===== src/hw/rtl/md5_short_message_rehash_top_assert.svh =====
// Assertion shorthands for the md5 rehash block.
// The using scope must provide clk and rst_n.
`ifndef MD5_SHORT_MESSAGE_REHASH_TOP_ASSERT_SVH
`define MD5_SHORT_MESSAGE_REHASH_TOP_ASSERT_SVH

// cons must hold in the same cycle as ante
`define MD5R_ASSERT_NOW(lbl, ante, cons) \
    lbl: assert property (@(posedge clk) disable iff (!rst_n) (ante) |-> (cons)) \
        else $error("md5r check failed");

// cons must hold in the cycle after ante
`define MD5R_ASSERT_NEXT(lbl, ante, cons) \
    lbl: assert property (@(posedge clk) disable iff (!rst_n) (ante) |=> (cons)) \
        else $error("md5r check failed");

`endif


===== src/hw/rtl/md5r_pkg.sv =====
`default_nettype none

package md5r_pkg;

    localparam int MAX_MSG_BYTES = 32;
    localparam int STORE_WORDS   = (MAX_MSG_BYTES + 3) / 4;
    localparam int STORE_AW      = (STORE_WORDS > 1) ? $clog2(STORE_WORDS) : 1;
    localparam int CNT_W         = $clog2(MAX_MSG_BYTES + 1);
    localparam int LEN_W         = 6;

    localparam logic [LEN_W-1:0] HEX_LEN  = 6'd32;
    localparam logic [7:0]       PAD_BYTE = 8'h80;

    typedef logic [3:0][31:0] md5r_words_t;

    // index 0 is word A
    localparam md5r_words_t MD5R_IV = {32'h10325476, 32'h98badcfe,
                                       32'hefcdab89, 32'h67452301};

    localparam logic [31:0] MD5R_K [64] = '{
        32'hd76aa478, 32'he8c7b756, 32'h242070db, 32'hc1bdceee,
        32'hf57c0faf, 32'h4787c62a, 32'ha8304613, 32'hfd469501,
        32'h698098d8, 32'h8b44f7af, 32'hffff5bb1, 32'h895cd7be,
        32'h6b901122, 32'hfd987193, 32'ha679438e, 32'h49b40821,
        32'hf61e2562, 32'hc040b340, 32'h265e5a51, 32'he9b6c7aa,
        32'hd62f105d, 32'h02441453, 32'hd8a1e681, 32'he7d3fbc8,
        32'h21e1cde6, 32'hc33707d6, 32'hf4d50d87, 32'h455a14ed,
        32'ha9e3e905, 32'hfcefa3f8, 32'h676f02d9, 32'h8d2a4c8a,
        32'hfffa3942, 32'h8771f681, 32'h6d9d6122, 32'hfde5380c,
        32'ha4beea44, 32'h4bdecfa9, 32'hf6bb4b60, 32'hbebfbc70,
        32'h289b7ec6, 32'heaa127fa, 32'hd4ef3085, 32'h04881d05,
        32'hd9d4d039, 32'he6db99e5, 32'h1fa27cf8, 32'hc4ac5665,
        32'hf4292244, 32'h432aff97, 32'hab9423a7, 32'hfc93a039,
        32'h655b59c3, 32'h8f0ccc92, 32'hffeff47d, 32'h85845dd1,
        32'h6fa87e4f, 32'hfe2ce6e0, 32'ha3014314, 32'h4e0811a1,
        32'hf7537e82, 32'hbd3af235, 32'h2ad7d2bb, 32'heb86d391
    };

    localparam logic [4:0] MD5R_S [16] = '{
        5'd7, 5'd12, 5'd17, 5'd22, 5'd5, 5'd9, 5'd14, 5'd20,
        5'd4, 5'd11, 5'd16, 5'd23, 5'd6, 5'd10, 5'd15, 5'd21
    };

    typedef struct packed {
        logic start;
    } md5r_ctrl_t;

    typedef struct packed {
        logic busy;
        logic done;
    } md5r_stat_t;

    // message word used by a round
    function automatic logic [3:0] md5r_msg_idx(input logic [5:0] round);
        logic [3:0] ii;
        logic [3:0] idx;
        ii = round[3:0];
        unique case (round[5:4])
            2'd0:    idx = ii;
            2'd1:    idx = {ii[1:0], 2'b00} + ii + 4'd1;
            2'd2:    idx = {ii[2:0], 1'b0} + ii + 4'd5;
            default: idx = {ii[0], 3'b000} - ii;
        endcase
        return idx;
    endfunction

    function automatic logic [4:0] md5r_shift(input logic [5:0] round);
        return MD5R_S[{round[5:4], round[1:0]}];
    endfunction

    function automatic logic [31:0] md5r_f(input logic [5:0] round,
                                           input logic [31:0] b,
                                           input logic [31:0] c,
                                           input logic [31:0] d);
        logic [31:0] f;
        unique case (round[5:4])
            2'd0:    f = (b & c) | (~b & d);
            2'd1:    f = (d & b) | (~d & c);
            2'd2:    f = b ^ c ^ d;
            default: f = c ^ (b | ~d);
        endcase
        return f;
    endfunction

    function automatic logic [31:0] md5r_rotl(input logic [31:0] x, input logic [4:0] s);
        logic [63:0] dbl;
        dbl = {x, x} << s;
        return dbl[63:32];
    endfunction

    // lowercase ascii hex digit
    function automatic logic [7:0] md5r_hex(input logic [3:0] nib);
        return (nib < 4'd10) ? (8'h30 + {4'h0, nib}) : (8'h57 + {4'h0, nib});
    endfunction

endpackage

`default_nettype wire


===== src/hw/rtl/md5r_in_if.sv =====
`default_nettype none

interface md5r_in_if;
    logic       valid;
    logic       ready;
    logic [7:0] msg_byte;
    logic       is_last;
    logic       no_data;

    modport source (output valid, output msg_byte, output is_last, output no_data,
                    input ready);
    modport sink (input valid, input msg_byte, input is_last, input no_data,
                  output ready);
endinterface

`default_nettype wire


===== src/hw/rtl/md5r_out_if.sv =====
`default_nettype none

interface md5r_out_if;
    logic        valid;
    logic        ready;
    logic [31:0] digest_a;
    logic [31:0] digest_b;
    logic [31:0] digest_c;
    logic [31:0] digest_d;
    logic        too_long;

    modport source (output valid, output digest_a, output digest_b, output digest_c,
                    output digest_d, output too_long, input ready);
    modport sink (input valid, input digest_a, input digest_b, input digest_c,
                  input digest_d, input too_long, output ready);
endinterface

`default_nettype wire


===== src/hw/rtl/md5r_cfg_if.sv =====
`default_nettype none

interface md5r_cfg_if;
    logic       valid;
    logic       ready;
    logic [7:0] hash_passes;

    modport source (output valid, output hash_passes, input ready);
    modport sink (input valid, input hash_passes, output ready);
endinterface

`default_nettype wire


===== src/hw/rtl/md5r_core.sv =====
`default_nettype none
`include "md5_short_message_rehash_top_assert.svh"

// 64-round MD5 compression, each round split into a mix state and a rotate state.
module md5r_core (
    input  logic                clk,
    input  logic                rst_n,
    input  md5r_pkg::md5r_ctrl_t ctrl,
    output md5r_pkg::md5r_stat_t stat,
    output logic [3:0]          word_idx,
    input  logic [31:0]         msg_word,
    output md5r_pkg::md5r_words_t work
);
    import md5r_pkg::*;

    typedef enum logic [1:0] {C_IDLE, C_MIX, C_ROT} core_state_t;

    core_state_t state_reg, state_next;
    logic [5:0]  round_reg, round_next;
    md5r_words_t work_reg, work_next;
    logic [31:0] sum_reg, sum_next;
    logic        done_reg, done_next;

    always_comb
    begin
        logic [31:0] f;
        logic [31:0] rot;
        state_next = state_reg;
        round_next = round_reg;
        work_next  = work_reg;
        sum_next   = sum_reg;
        done_next  = 1'b0;
        f   = md5r_f(round_reg, work_reg[1], work_reg[2], work_reg[3]);
        rot = md5r_rotl(sum_reg + f, md5r_shift(round_reg));
        unique case (state_reg)
            C_IDLE:
            begin
                if (ctrl.start)
                begin
                    work_next  = MD5R_IV;
                    round_next = '0;
                    state_next = C_MIX;
                end
            end
            C_MIX:
            begin
                sum_next   = work_reg[0] + MD5R_K[round_reg] + msg_word;
                state_next = C_ROT;
            end
            C_ROT:
            begin
                // a <- d, b <- b + rot, c <- b, d <- c
                work_next  = {work_reg[2], work_reg[1], work_reg[1] + rot, work_reg[3]};
                round_next = round_reg + 6'd1;
                if (round_reg == 6'd63)
                begin
                    done_next  = 1'b1;
                    state_next = C_IDLE;
                end
                else
                begin
                    state_next = C_MIX;
                end
            end
            default:
            begin
                state_next = C_IDLE;
            end
        endcase
    end

    always_ff @(posedge clk or negedge rst_n)
    begin
        if (!rst_n)
        begin
            state_reg <= C_IDLE;
            round_reg <= '0;
            work_reg  <= '0;
            sum_reg   <= '0;
            done_reg  <= 1'b0;
        end
        else
        begin
            state_reg <= state_next;
            round_reg <= round_next;
            work_reg  <= work_next;
            sum_reg   <= sum_next;
            done_reg  <= done_next;
        end
    end

    assign word_idx  = md5r_msg_idx(round_reg);
    assign work      = work_reg;
    assign stat.busy = (state_reg != C_IDLE);
    assign stat.done = done_reg;

    `MD5R_ASSERT_NOW(a_start_when_idle, ctrl.start, state_reg == C_IDLE)
    `MD5R_ASSERT_NOW(a_done_wraps, done_reg, (state_reg == C_IDLE) && (round_reg == 6'd0))
    `MD5R_ASSERT_NEXT(a_last_round_done, (state_reg == C_ROT) && (round_reg == 6'd63), done_reg)

endmodule

`default_nettype wire


===== src/hw/rtl/md5_short_message_rehash_top.sv =====
// channel | dir | payload                                   | taken when
// msg     | in  | msg_byte[8], is_last, no_data             | valid & ready
// result  | out | digest_a..digest_d[32], too_long          | valid & ready
// cfg     | in  | hash_passes[8]                            | valid & ready
//
// Message bytes are taken one per cycle while idle. A last byte starts a pass
// unless the message overflowed: 64 core rounds, then the chain add. The
// digest follows the last of P passes; an overflowed message goes straight to
// the output state with a zero digest. Reset clears every register but the
// byte store, which holds garbage until written. A waiting digest does not
// block input, but the next one stalls input until it frees.
`default_nettype none
`include "md5_short_message_rehash_top_assert.svh"

module md5_short_message_rehash_top (
    input logic        clk,
    input logic        rst_n,
    md5r_in_if.sink    msg,
    md5r_out_if.source result,
    md5r_cfg_if.sink   cfg
);
    import md5r_pkg::*;

    typedef enum logic [1:0] {ST_IDLE, ST_RUN, ST_ADD, ST_OUT} top_state_t;

    // message byte store, four bytes per word
    logic [31:0] store_reg [STORE_WORDS];

    top_state_t       state_reg, state_next;
    logic [CNT_W-1:0] byte_count_reg, byte_count_next;
    logic             overflow_reg, overflow_next;
    logic [LEN_W-1:0] len_reg, len_next;
    logic             hex_mode_reg, hex_mode_next;
    logic [7:0]       pass_count_reg, pass_count_next;
    logic [7:0]       hash_passes_reg;
    md5r_words_t      chain_reg, chain_next;
    logic             start_reg, start_next;
    logic             out_valid_reg, out_valid_next;
    md5r_words_t      digest_reg, digest_next;
    logic             too_long_reg, too_long_next;

    md5r_ctrl_t  ctrl;
    md5r_stat_t  stat;
    logic [3:0]  word_idx;
    logic [31:0] msg_word;
    md5r_words_t work;

    logic             msg_take;
    logic             byte_fits;
    logic [7:0]       eff_passes;
    logic [STORE_AW+1:0] wr_pos;

    assign msg.ready  = (state_reg == ST_IDLE);
    assign msg_take   = msg.valid && msg.ready;
    assign cfg.ready  = 1'b1;
    assign byte_fits  = (byte_count_reg < CNT_W'(MAX_MSG_BYTES));
    assign eff_passes = (hash_passes_reg == 8'd0) ? 8'd1 : hash_passes_reg;
    assign wr_pos     = (STORE_AW + 2)'(byte_count_reg);
    assign ctrl.start = start_reg;

    md5r_core u_core (
        .clk      (clk),
        .rst_n    (rst_n),
        .ctrl     (ctrl),
        .stat     (stat),
        .word_idx (word_idx),
        .msg_word (msg_word),
        .work     (work)
    );

    // store write; payload only, no reset
    always_ff @(posedge clk)
    begin
        if (msg_take && !msg.no_data && byte_fits)
        begin
            store_reg[wr_pos[STORE_AW+1:2]][8*wr_pos[1:0] +: 8] <= msg.msg_byte;
        end
    end

    always_ff @(posedge clk or negedge rst_n)
    begin
        if (!rst_n)
        begin
            hash_passes_reg <= 8'd1;
        end
        else if (cfg.valid && cfg.ready)
        begin
            hash_passes_reg <= cfg.hash_passes;
        end
    end

    // Padded block word for the core. First pass reads the store, later
    // passes read the previous digest as hex text (len 32). Bytes past the
    // length are the pad byte then zeros; word 14 is the bit length.
    always_comb
    begin
        logic [31:0] raw;
        logic [7:0]  b0;
        logic [7:0]  b1;
        logic [5:0]  pos;
        raw = '0;
        b0  = chain_reg[word_idx[2:1]][16*word_idx[0] +: 8];
        b1  = chain_reg[word_idx[2:1]][16*word_idx[0] + 8 +: 8];
        if (hex_mode_reg)
        begin
            if (!word_idx[3])
            begin
                raw = {md5r_hex(b1[3:0]), md5r_hex(b1[7:4]),
                       md5r_hex(b0[3:0]), md5r_hex(b0[7:4])};
            end
        end
        else if ({1'b0, word_idx} < 5'(STORE_WORDS))
        begin
            raw = store_reg[word_idx[STORE_AW-1:0]];
        end
        msg_word = '0;
        for (int k = 0; k < 4; k++)
        begin
            pos = {word_idx, 2'(k)};
            if (pos < len_reg)
            begin
                msg_word[8*k +: 8] = raw[8*k +: 8];
            end
            else if (pos == len_reg)
            begin
                msg_word[8*k +: 8] = PAD_BYTE;
            end
        end
        if (word_idx == 4'd14)
        begin
            msg_word = 32'({len_reg, 3'b000});
        end
        else if (word_idx == 4'd15)
        begin
            msg_word = '0;
        end
    end

    always_comb
    begin
        state_next      = state_reg;
        byte_count_next = byte_count_reg;
        overflow_next   = overflow_reg;
        len_next        = len_reg;
        hex_mode_next   = hex_mode_reg;
        pass_count_next = pass_count_reg;
        chain_next      = chain_reg;
        start_next      = 1'b0;
        out_valid_next  = out_valid_reg && !result.ready;
        digest_next     = digest_reg;
        too_long_next   = too_long_reg;
        unique case (state_reg)
            ST_IDLE:
            begin
                if (msg_take)
                begin
                    if (!msg.no_data)
                    begin
                        if (byte_fits)
                        begin
                            byte_count_next = byte_count_reg + CNT_W'(1);
                        end
                        else
                        begin
                            overflow_next = 1'b1;
                        end
                    end
                    if (msg.is_last)
                    begin
                        len_next        = LEN_W'(byte_count_next);
                        hex_mode_next   = 1'b0;
                        pass_count_next = 8'd1;
                        if (overflow_next)
                        begin
                            state_next = ST_OUT;
                        end
                        else
                        begin
                            start_next = 1'b1;
                            state_next = ST_RUN;
                        end
                    end
                end
            end
            ST_RUN:
            begin
                if (stat.done)
                begin
                    state_next = ST_ADD;
                end
            end
            ST_ADD:
            begin
                for (int i = 0; i < 4; i++)
                begin
                    chain_next[i] = MD5R_IV[i] + work[i];
                end
                if (pass_count_reg < eff_passes)
                begin
                    pass_count_next = pass_count_reg + 8'd1;
                    hex_mode_next   = 1'b1;
                    len_next        = HEX_LEN;
                    start_next      = 1'b1;
                    state_next      = ST_RUN;
                end
                else
                begin
                    pass_count_next = 8'd0;
                    state_next      = ST_OUT;
                end
            end
            ST_OUT:
            begin
                if (!out_valid_reg || result.ready)
                begin
                    out_valid_next  = 1'b1;
                    too_long_next   = overflow_reg;
                    digest_next     = overflow_reg ? '0 : chain_reg;
                    byte_count_next = '0;
                    overflow_next   = 1'b0;
                    state_next      = ST_IDLE;
                end
            end
            default:
            begin
                state_next = ST_IDLE;
            end
        endcase
    end

    always_ff @(posedge clk or negedge rst_n)
    begin
        if (!rst_n)
        begin
            state_reg      <= ST_IDLE;
            byte_count_reg <= '0;
            overflow_reg   <= 1'b0;
            len_reg        <= '0;
            hex_mode_reg   <= 1'b0;
            pass_count_reg <= '0;
            chain_reg      <= '0;
            start_reg      <= 1'b0;
            out_valid_reg  <= 1'b0;
            digest_reg     <= '0;
            too_long_reg   <= 1'b0;
        end
        else
        begin
            state_reg      <= state_next;
            byte_count_reg <= byte_count_next;
            overflow_reg   <= overflow_next;
            len_reg        <= len_next;
            hex_mode_reg   <= hex_mode_next;
            pass_count_reg <= pass_count_next;
            chain_reg      <= chain_next;
            start_reg      <= start_next;
            out_valid_reg  <= out_valid_next;
            digest_reg     <= digest_next;
            too_long_reg   <= too_long_next;
        end
    end

    assign result.valid    = out_valid_reg;
    assign result.digest_a = digest_reg[0];
    assign result.digest_b = digest_reg[1];
    assign result.digest_c = digest_reg[2];
    assign result.digest_d = digest_reg[3];
    assign result.too_long = too_long_reg;

    `MD5R_ASSERT_NOW(a_done_in_run, stat.done, state_reg == ST_RUN)
    `MD5R_ASSERT_NOW(a_hex_len, hex_mode_reg, len_reg == HEX_LEN)
    `MD5R_ASSERT_NOW(a_too_long_zero, out_valid_reg && too_long_reg, digest_reg == '0)
    `MD5R_ASSERT_NOW(a_core_idle_outside_run, state_reg != ST_RUN, !stat.busy)

endmodule

`default_nettype wire

===== src/flat_wrapper.sv =====
// flat-port wrapper written by rule: the top's interface ports become plain ports
module md5_short_message_rehash_top_flat import md5r_pkg::*;
  (clk, rst_n, msg_valid, msg_msg_byte, msg_is_last, msg_no_data, msg_ready, result_valid, result_digest_a, result_digest_b, result_digest_c, result_digest_d, result_too_long, result_ready, cfg_valid, cfg_hash_passes, cfg_ready);
  md5r_in_if msg_i ();
  md5r_out_if result_i ();
  md5r_cfg_if cfg_i ();
  input logic clk;
  input logic rst_n;
  input wire logic [$bits(msg_i.valid)-1:0] msg_valid;
  input wire logic [$bits(msg_i.msg_byte)-1:0] msg_msg_byte;
  input wire logic [$bits(msg_i.is_last)-1:0] msg_is_last;
  input wire logic [$bits(msg_i.no_data)-1:0] msg_no_data;
  output wire logic [$bits(msg_i.ready)-1:0] msg_ready;
  output wire logic [$bits(result_i.valid)-1:0] result_valid;
  output wire logic [$bits(result_i.digest_a)-1:0] result_digest_a;
  output wire logic [$bits(result_i.digest_b)-1:0] result_digest_b;
  output wire logic [$bits(result_i.digest_c)-1:0] result_digest_c;
  output wire logic [$bits(result_i.digest_d)-1:0] result_digest_d;
  output wire logic [$bits(result_i.too_long)-1:0] result_too_long;
  input wire logic [$bits(result_i.ready)-1:0] result_ready;
  input wire logic [$bits(cfg_i.valid)-1:0] cfg_valid;
  input wire logic [$bits(cfg_i.hash_passes)-1:0] cfg_hash_passes;
  output wire logic [$bits(cfg_i.ready)-1:0] cfg_ready;
  assign msg_i.valid = msg_valid;
  assign msg_i.msg_byte = msg_msg_byte;
  assign msg_i.is_last = msg_is_last;
  assign msg_i.no_data = msg_no_data;
  assign msg_ready = msg_i.ready;
  assign result_valid = result_i.valid;
  assign result_digest_a = result_i.digest_a;
  assign result_digest_b = result_i.digest_b;
  assign result_digest_c = result_i.digest_c;
  assign result_digest_d = result_i.digest_d;
  assign result_too_long = result_i.too_long;
  assign result_i.ready = result_ready;
  assign cfg_i.valid = cfg_valid;
  assign cfg_i.hash_passes = cfg_hash_passes;
  assign cfg_ready = cfg_i.ready;
  md5_short_message_rehash_top u_core (.clk(clk), .rst_n(rst_n), .msg(msg_i), .result(result_i), .cfg(cfg_i));
endmodule

===== config.mk =====
export PLATFORM = sky130hd
export DESIGN_NAME = md5_short_message_rehash_top_flat
export DESIGN_NICKNAME = d
export VERILOG_FILES = /design/src/hw/rtl/md5r_pkg.sv /design/src/hw/rtl/md5r_in_if.sv /design/src/hw/rtl/md5r_out_if.sv /design/src/hw/rtl/md5r_cfg_if.sv /design/src/hw/rtl/md5r_core.sv /design/src/hw/rtl/md5_short_message_rehash_top.sv /design/src/flat_wrapper.sv
export VERILOG_INCLUDE_DIRS = /design/src /design/src/hw/rtl
export SDC_FILE = /design/constraint.sdc
export NUM_CORES = 2
export LEC_CHECK = 0
export ABC_AREA = 1
export BUFFER_PORTS_ARGS = -buffer_cell sky130_fd_sc_hd__buf_2
export CAP_MARGIN = 20
export CORE_MARGIN = 2
export CORE_UTILIZATION = 49
export DETAILED_ROUTE_END_ITERATION = 10
export PLACE_DENSITY = 0.77
export REMOVE_ABC_BUFFERS = 1
export SLEW_MARGIN = 20
export SYNTH_ARGS = -nofsm -noshare
export SYNTH_HDL_FRONTEND = slang
export SYNTH_SLANG_ARGS = --single-unit

===== constraint.sdc =====
create_clock -name clk -period 11 [get_ports clk]
set_input_delay 1.1 -clock clk [delete_from_list [all_inputs] [get_ports clk]]
set_output_delay 1.1 -clock clk [all_outputs]
set_load 0.005 [all_outputs]

# [Yosys cells after proc, flatten, opt, wreduce, memory -nomap -nowiden]
# Memory sizes are Yosys's and may differ from the RTL's.
# Cells that the tools add are included.
[op_classes] addsub=26 n_lt_le_gt_ge=14 n_eq_ne=20 shifts=5 n_mux=76 n_bitwise=14 reduce_logical=21
[op_table] operator="2-to-1 mux 32 bit" n=9
[op_table] operator="2-to-1 mux 128 bit" n=2
[op_table] operator="case mux 128 bit (2 select lines)" n=1
[op_table] operator="adder 32 bit" n=4
[op_table] operator="bitwise AND 32 bit" n=4
[op_table] operator="2-to-1 mux 8 bit" n=16
[op_table] operator="bitwise OR 32 bit" n=3
[op_table] operator="case mux 32 bit (3 select lines)" n=1
[op_table] operator="XOR 32 bit" n=3
[op_table] operator="adder 32 bit (first input constant)" n=2
[op_table] operator="binary-select mux 32 bit (select 2 bit)" n=1
[op_table] operator="NOT 32 bit" n=2
[op_table] operator="left shift 64 x 5 -> 64 bit" n=1
[op_table] operator="2-to-1 mux 6 bit" n=8
[op_table] operator="case mux 6 bit (2 select lines)" n=3
[op_table] operator="negator 5 -> 34 bit" n=1
[op_table] operator="variable shift 8 x 34 -> 32 bit (first input constant)" n=1
[op_table] operator="indexed part select 8 x 34 -> 32 bit" n=1
[op_table] operator="indexed part select 32 x 33 -> 8 bit" n=1
[op_table] operator="adder 29 x 32 -> 32 bit (first input constant)" n=1
[op_table] operator="adder 31 x 32 -> 32 bit (first input constant)" n=1
[op_table] operator="adder 7 x 4 -> 8 bit (first input constant)" n=4
[op_table] operator="indexed part select 32 x 6 -> 8 bit" n=1
[op_table] operator="adder 6 x 4 -> 7 bit (first input constant)" n=4
[op_table] operator="other kinds (40)" n=101
[totals] ff_bits=460 mem_bits_rw=256 romBits=2128 input_bits=23 output_inout_bits=132 n_memories=3
[mem_list] name="(name not given)" depth=64 word_bits=32 read_ports=1 rd_ports_with_merged_regs=0 write_ports=0 line="md5r_core.sv:47" text="sum_next = work_reg[0] + MD5R_K[round_reg] + msg_word;"
[mem_list] name="u_core.store_reg" depth=8 word_bits=32 read_ports=1 rd_ports_with_merged_regs=0 write_ports=1 line="md5_short_message_rehash_top.sv:27" text="logic [31:0] store_reg [STORE_WORDS];"
[mem_list] name="(name not given)" depth=16 word_bits=5 read_ports=1 rd_ports_with_merged_regs=0 write_ports=0 line="md5r_pkg.sv:68" text="return MD5R_S[{round[5:4], round[1:0]}];"

# [Depth between registers and ports, before layout]
[logic_depth] depth_word=14 mapped_depth=48

# [By module]
# From an unflattened synthesis, not the netlist that was laid out.
[hier_totals] hier_cells=6195 hier_area_um2=46794.9
[modules_own_cells] mod="md5_short_message_rehash_top" instances=1 cells_each=3065 area_each_um2=27040.9 seq_area_each_um2=14970.6
[modules_own_cells] mod="md5r_core" instances=1 cells_each=3130 area_each_um2=19753.9 seq_area_each_um2=4229.1

# [Least setup slack after synthesis]
# OpenSTA, ideal clock, no wires.
[synth_path] path_kind="register -> register" startpoint="reg u_core.u_core.round_reg[2]" endpoint="reg u_core.u_core.sum_reg[25]" setup_time_ns=0.118 arrival_time_ns=7.440 t_required_ns=10.882 slack_ns=3.442 path_stages_with_launch=38 synth_period_minus_slack_ns=7.558 cell_sequence="dfrtp_1 -> buf_2 -> inv_1 -> clkbuf_1 -> ha_1 -> fa_1 -> o21ai_0 -> a21oi_1 -> a22oi_4 -> buf_2 -> buf_1 -> buf_2 -> ha_1 -> nand2_1 -> inv_1 -> a221o_1 -> a31oi_1 -> inv_1 -> [... 2 more ...] -> inv_1 -> nand2_1 -> a21oi_1 -> fa_1 -> ha_1 -> fa_1 -> nand2_1 -> o21ai_1 -> a21oi_1 -> o21ai_1 -> a21boi_0 -> o21ai_0 -> a21boi_1 -> o21ai_0 -> nand2_1 -> nand3_1 -> nand3_1 -> nand2_1"
[synth_via] elab_chain_len=14
[synth_rtl] element="start: declaration" line="md5r_core.sv:19" text="logic [5:0] round_reg, round_next;"
[synth_rtl] element="start signal: assignment" line="md5r_core.sv:85" text="round_reg <= round_next;"
[synth_rtl] element="adder 4 bit (on tied branches)" line="md5r_pkg.sv:61, md5r_pkg.sv:60"
[synth_rtl] element="adder 4 x 3 -> 4 bit or adder 4 x 1 -> 4 bit (tied branches)" line="md5r_pkg.sv:61, md5r_pkg.sv:60"
[synth_rtl] element="case mux 4 bit (3 select lines)" line="md5r_pkg.sv:58" text="unique case (round[5:4])"
[synth_rtl] element="binary-select mux 32 bit (select 2 bit)" line="md5_short_message_rehash_top.sv:102, md5_short_message_rehash_top.sv:103"
[synth_rtl] element="2-to-1 mux 32 bit (not written as such)" line="md5_short_message_rehash_top.sv:102, md5_short_message_rehash_top.sv:103"
[synth_rtl] element="indexed part select 32 x 6 -> 8 bit or indexed part select 32 x 33 -> 8 bit (tied branches)" line="md5_short_message_rehash_top.sv:102, md5_short_message_rehash_top.sv:103"
[synth_rtl] element="adder 7 x 4 -> 8 bit, or another cell as far along" line="md5r_pkg.sv:93" text="return (nib < 4'd10) ? (8'h30 + {4'h0, nib}) : (8'h57 + {4'h0, nib});"
[synth_rtl] element="2-to-1 mux 8 bit" line="md5r_pkg.sv:93"
[synth_rtl] element="2-to-1 mux 32 bit" line="md5_short_message_rehash_top.sv:106" text="if (!word_idx[3])"
[synth_rtl] element="2-to-1 mux 32 bit" line="md5_short_message_rehash_top.sv:104" text="if (hex_mode_reg)"
[synth_rtl] element="2-to-1 mux 8 bit" line="md5_short_message_rehash_top.sv:120" text="if (pos < len_reg)"
[synth_rtl] element="2-to-1 mux 32 bit" line="md5_short_message_rehash_top.sv:133" text="else if (word_idx == 4'd15)"
[synth_rtl] element="2-to-1 mux 32 bit" line="md5_short_message_rehash_top.sv:129" text="if (word_idx == 4'd14)"
[synth_rtl] element="adder 32 bit (*)" line="md5r_core.sv:47"
[synth_rtl] element="end signal: assignment" line="md5r_core.sv:87" text="sum_reg <= sum_next;"
[synth_rtl] element="end: declaration" line="md5r_core.sv:21" text="logic [31:0] sum_reg, sum_next;"
# Every way passes the cells marked *; elsewhere a longest branch is shown, timed or not. The select of a mux whose other input is x is not followed.
# A chain may end at the register's enable or synchronous reset.

# [Worst setup path in the final report]
[layout_path] startpoint="reg u_core.u_core.round_reg[0]" endpoint="reg u_core.u_core.sum_reg[27]"
[layout_via] elab_chain_len=14
[layout_rtl] element="parallel branches: the longest is 13 deep, another holds adder 7 x 4 -> 8 bit"
[layout_rtl] element="adder 32 bit (*)" line="md5r_core.sv:47"
# Mark *: on every way between the ends. The select of a mux whose other input is x is not followed.

==> summary.txt <==
Outcome
  – Status: complete, no violations

Timing
  – Final clock skew: 0.03178 ns
  – Pins Over Slew Limit: 0
  – Final Critical Period: 8.084 ns
  – Slew margin rel.: 0.2479
  – Hold slack final: 0.4751 ns
  – Fin Setup TNS: 0 ns
  – RSZ-0062 raised after global routing: false
  – Setup Viol. Count Final: 0
  – Final Cycle Share: 0.7349
  – FMAX: 123.7 MHz
  – Worst slew pin tran: 1.124 ns
  – Fin. Hold Viols: 0

Clock tree
  – CTS Buf Count: 79
  – Htree depth: 3
  – CTS root buf: clkbuf_16
  – Max clock buf depth: 3
  – CTS tree: yes
  – Worst-path clk slew: 0.07 ns
  – # hold bufs at CTS: 0
  – PostCTS Resize Cnt: 0
  – Clk Latency, worst-skew pair: 0.66 ns
  – Setup Buffers After CTS: 0
  – Clock Sinks: 716

Logic synthesis
  – Post-synth top cells: nand2_1, inv_1, nand3_1
  – Mapped Cells: 5704
  – Register bit count reported by yosys: 716
  – Yosys warns: 0
  – Mapped Area: 44570 sq um
  – Yosys top cell area share: 0.2577
  – Seq/Total Area, Yosys: 0.4308
  – Number of synthesized flops with an enable pin: 256
  – Mapped Avg Cell Area: 7.814 sq um
  – Leading post-synthesis cells by cell area: dfrtp_1, edfxtp_1, nand2_1, nand3_1, inv_1
  – Most common cell in the netlist: nand2_1
  – Post-synth cell types: 69
  – Top FF cell, synth: dfrtp_1
  – Synth area leader: dfrtp_1
  – Async SR Flop Fraction: 0.6425

GRT
  – Wire length of the first global-routing pass: 256.1 mm
  – GRT Resource Usage Total: 0.3623
  – Remaining Overflow, GRT: 0
  – Vias in the first global route: 40.64k
  – Largest net degree at the start of global routing: 168
  – Initial antenna violation count: 5

Detailed routing
  – Wire per inst: 24.76 um
  – Total routed wirelength: 173.0 mm
  – First-pass DRT Iterations: 6
  – DRC errors left: 0
  – Via-per-instance ratio: 6.236
  – Initial DRC Count: 6218
  – Total number of vias: 43.55k
  – Post-route antenna net violation count: 0

Final layout
  – Total Nets Final: 5965
  – Share of layout cells above drive strength 1: 0.06750
  – Number of flip-flops in the largest register: 256
  – Area growth syn-to-layout: 9.907%

Critical path
  – Endpoint class of the critical path: register
  – Worst setup path start: u_core.u_core.round_reg[0]
  – Reg-to-reg critical path startpoint: u_core.u_core.round_reg[0]
  – CP peak stage delay: 0.62 ns
  – Most used cell, CP: o21ai_0
  – Crit path max fanout: 47
  – Startpoint Class: register
  – Slowest stage cell, crit path: buf_4
  – CP Data Required Time: 11.53 ns
  – Worst path arrival time: 8.62 ns
  – Setup Crit Path Kind: register to register

Floorplan
  – # rows: 110
  – Die Wd: 305.6 um
  – Die Y: 305.6 um
  – Core area: 90150 sq um
  – Die area: 93390 sq um
  – Initial Util: 0.4944
  – Ports: 155

Placed design
  – Final GP Congestion: 1.044
  – Port Buffer Count: 153
  – DP Wirelength: 127.4 mm

Power and ir drop
  – Peak supply drop: 0.2581 mV
  – Power per cell area: 317.3 nW/um^2
  – Leakage power: 22.75 nW

Run
  – Max-cap violations: 0

Hold path
  – Hold Path Origin: u_core.result.digest_a[11]
  – Min-delay worst type: register to register
==> power breakdown <==
part,switching (mW),leakage (nW),internal [mW]
sequential,0.668,8.32,3.06
clock,1.17,1.31,1.65
combinational,6.07,13.1,2.93
total,7.91,22.8,7.64
==> per-stage QoR <==
| stage | cells | cell area, sq um | setup slack (ns) | util | total power [mW] |
|---|---|---|---|---|---|
| 6_report | 6984 | 48990 | 2.916 | 0.5434 | 15.54 |
| 2_1_floorplan | 5453 | 43530 | 2.953 | - | 9.784 |
| 3_5_place_dp | 6835 | 46260 | 3.313 | 0.5132 | 12.44 |
| 3_3_place_gp | 6835 | 46260 | 3.306 | 0.5132 | 12.35 |
| 4_1_cts | 6983 | 48980 | 3.208 | 0.5433 | 15.28 |
| 5_1_grt | 6983 | 48980 | 2.503 | 0.5434 | 16.62 |
==> worst max-delay path, delay by kind of cell, from the launching register on <==
| kind | cells | cell delay [ns] |
|---|---|---|
| buf+inv | 4 | 1.14 |
| flops | 1 | 0.32 |
| fa+ha+maj | 5 | 2.16 |
| simple gates | 9 | 0.72 |
| compound gates | 13 | 3.50 |
==> path summary, 6_finish.rpt <==
kind                                               to  slack, ns  cells after the start
setup / recovery            u_core.u_core.sum_reg[27]       2.92                     31
min in group asynchronous  u_core.result.digest_a[24]       0.50                      1
hold / removal             u_core.result.digest_a[11]       0.48                      2
hold reg to reg            u_core.result.digest_a[11]       0.48                      2
max in group asynchronous  u_core.u_core.round_reg[5]       8.14                      3
setup reg to reg            u_core.u_core.sum_reg[27]       2.92                     31
==> kinds of logic after synthesis <==
logic type	Yosys count	share of synthesized area
adders and majority gates	202	0.06327
other	1	0.00008413
and+or+nand+nor	2494	0.2333
DFF	716	0.4308
muxes	3	0.0007018
xor gates and xnor gates	106	0.02083
AOI/OAI and AO/OA	1300	0.1746
buffers and inverters	882	0.07647
==> routing by layer <==
layer,vias up,global-route usage,part of all wire
met3,635,0.07876,0.11
met4,4,0.2085,0.070
met1,20560,0.4680,0.38
met5,-,0,0.00013
met2,2810,0.5633,0.44
li1,19542,-,-
==> cell type report <==
| class | instances | area (sq um) |
|---|---|---|
| antenna | 1 | 2.502 |
| clock buffer | 107 | 2186 |
| clock inverter | 41 | 529.3 |
| fill | 8384 | 41160 |
| inverter | 631 | 2374 |
| multi-input combinational | 4106 | 22030 |
| sequential | 716 | 19200 |
| tap | 1176 | 1471 |
| timing repair buffer | 206 | 1199 |
==> placed cells by master (no fill, tap or decap), drive strengths merged, types with 48 or more instances in the layout <==
| cell | Yosys | layout |
|---|---|---|
| a21oi | 344 | 344 |
| a22o | 48 | 48 |
| a22oi | 54 | 54 |
| a31oi | 57 | 57 |
| buf | 93 | 206 |
| clkbuf | 158 | 107 |
| dfrtp | 459 | 459 |
| edfxtp | 256 | 256 |
| ha | 163 | 163 |
| inv | 626 | 630 |
| nand2 | 1335 | 1335 |
| nand3 | 485 | 485 |
| nor2 | 475 | 475 |
| nor3 | 83 | 83 |
| o211ai | 59 | 59 |
| o21ai | 461 | 461 |
| o221ai | 76 | 76 |
| o22ai | 116 | 116 |
| xor2 | 86 | 86 |
(Power assumes the default switching activity.)
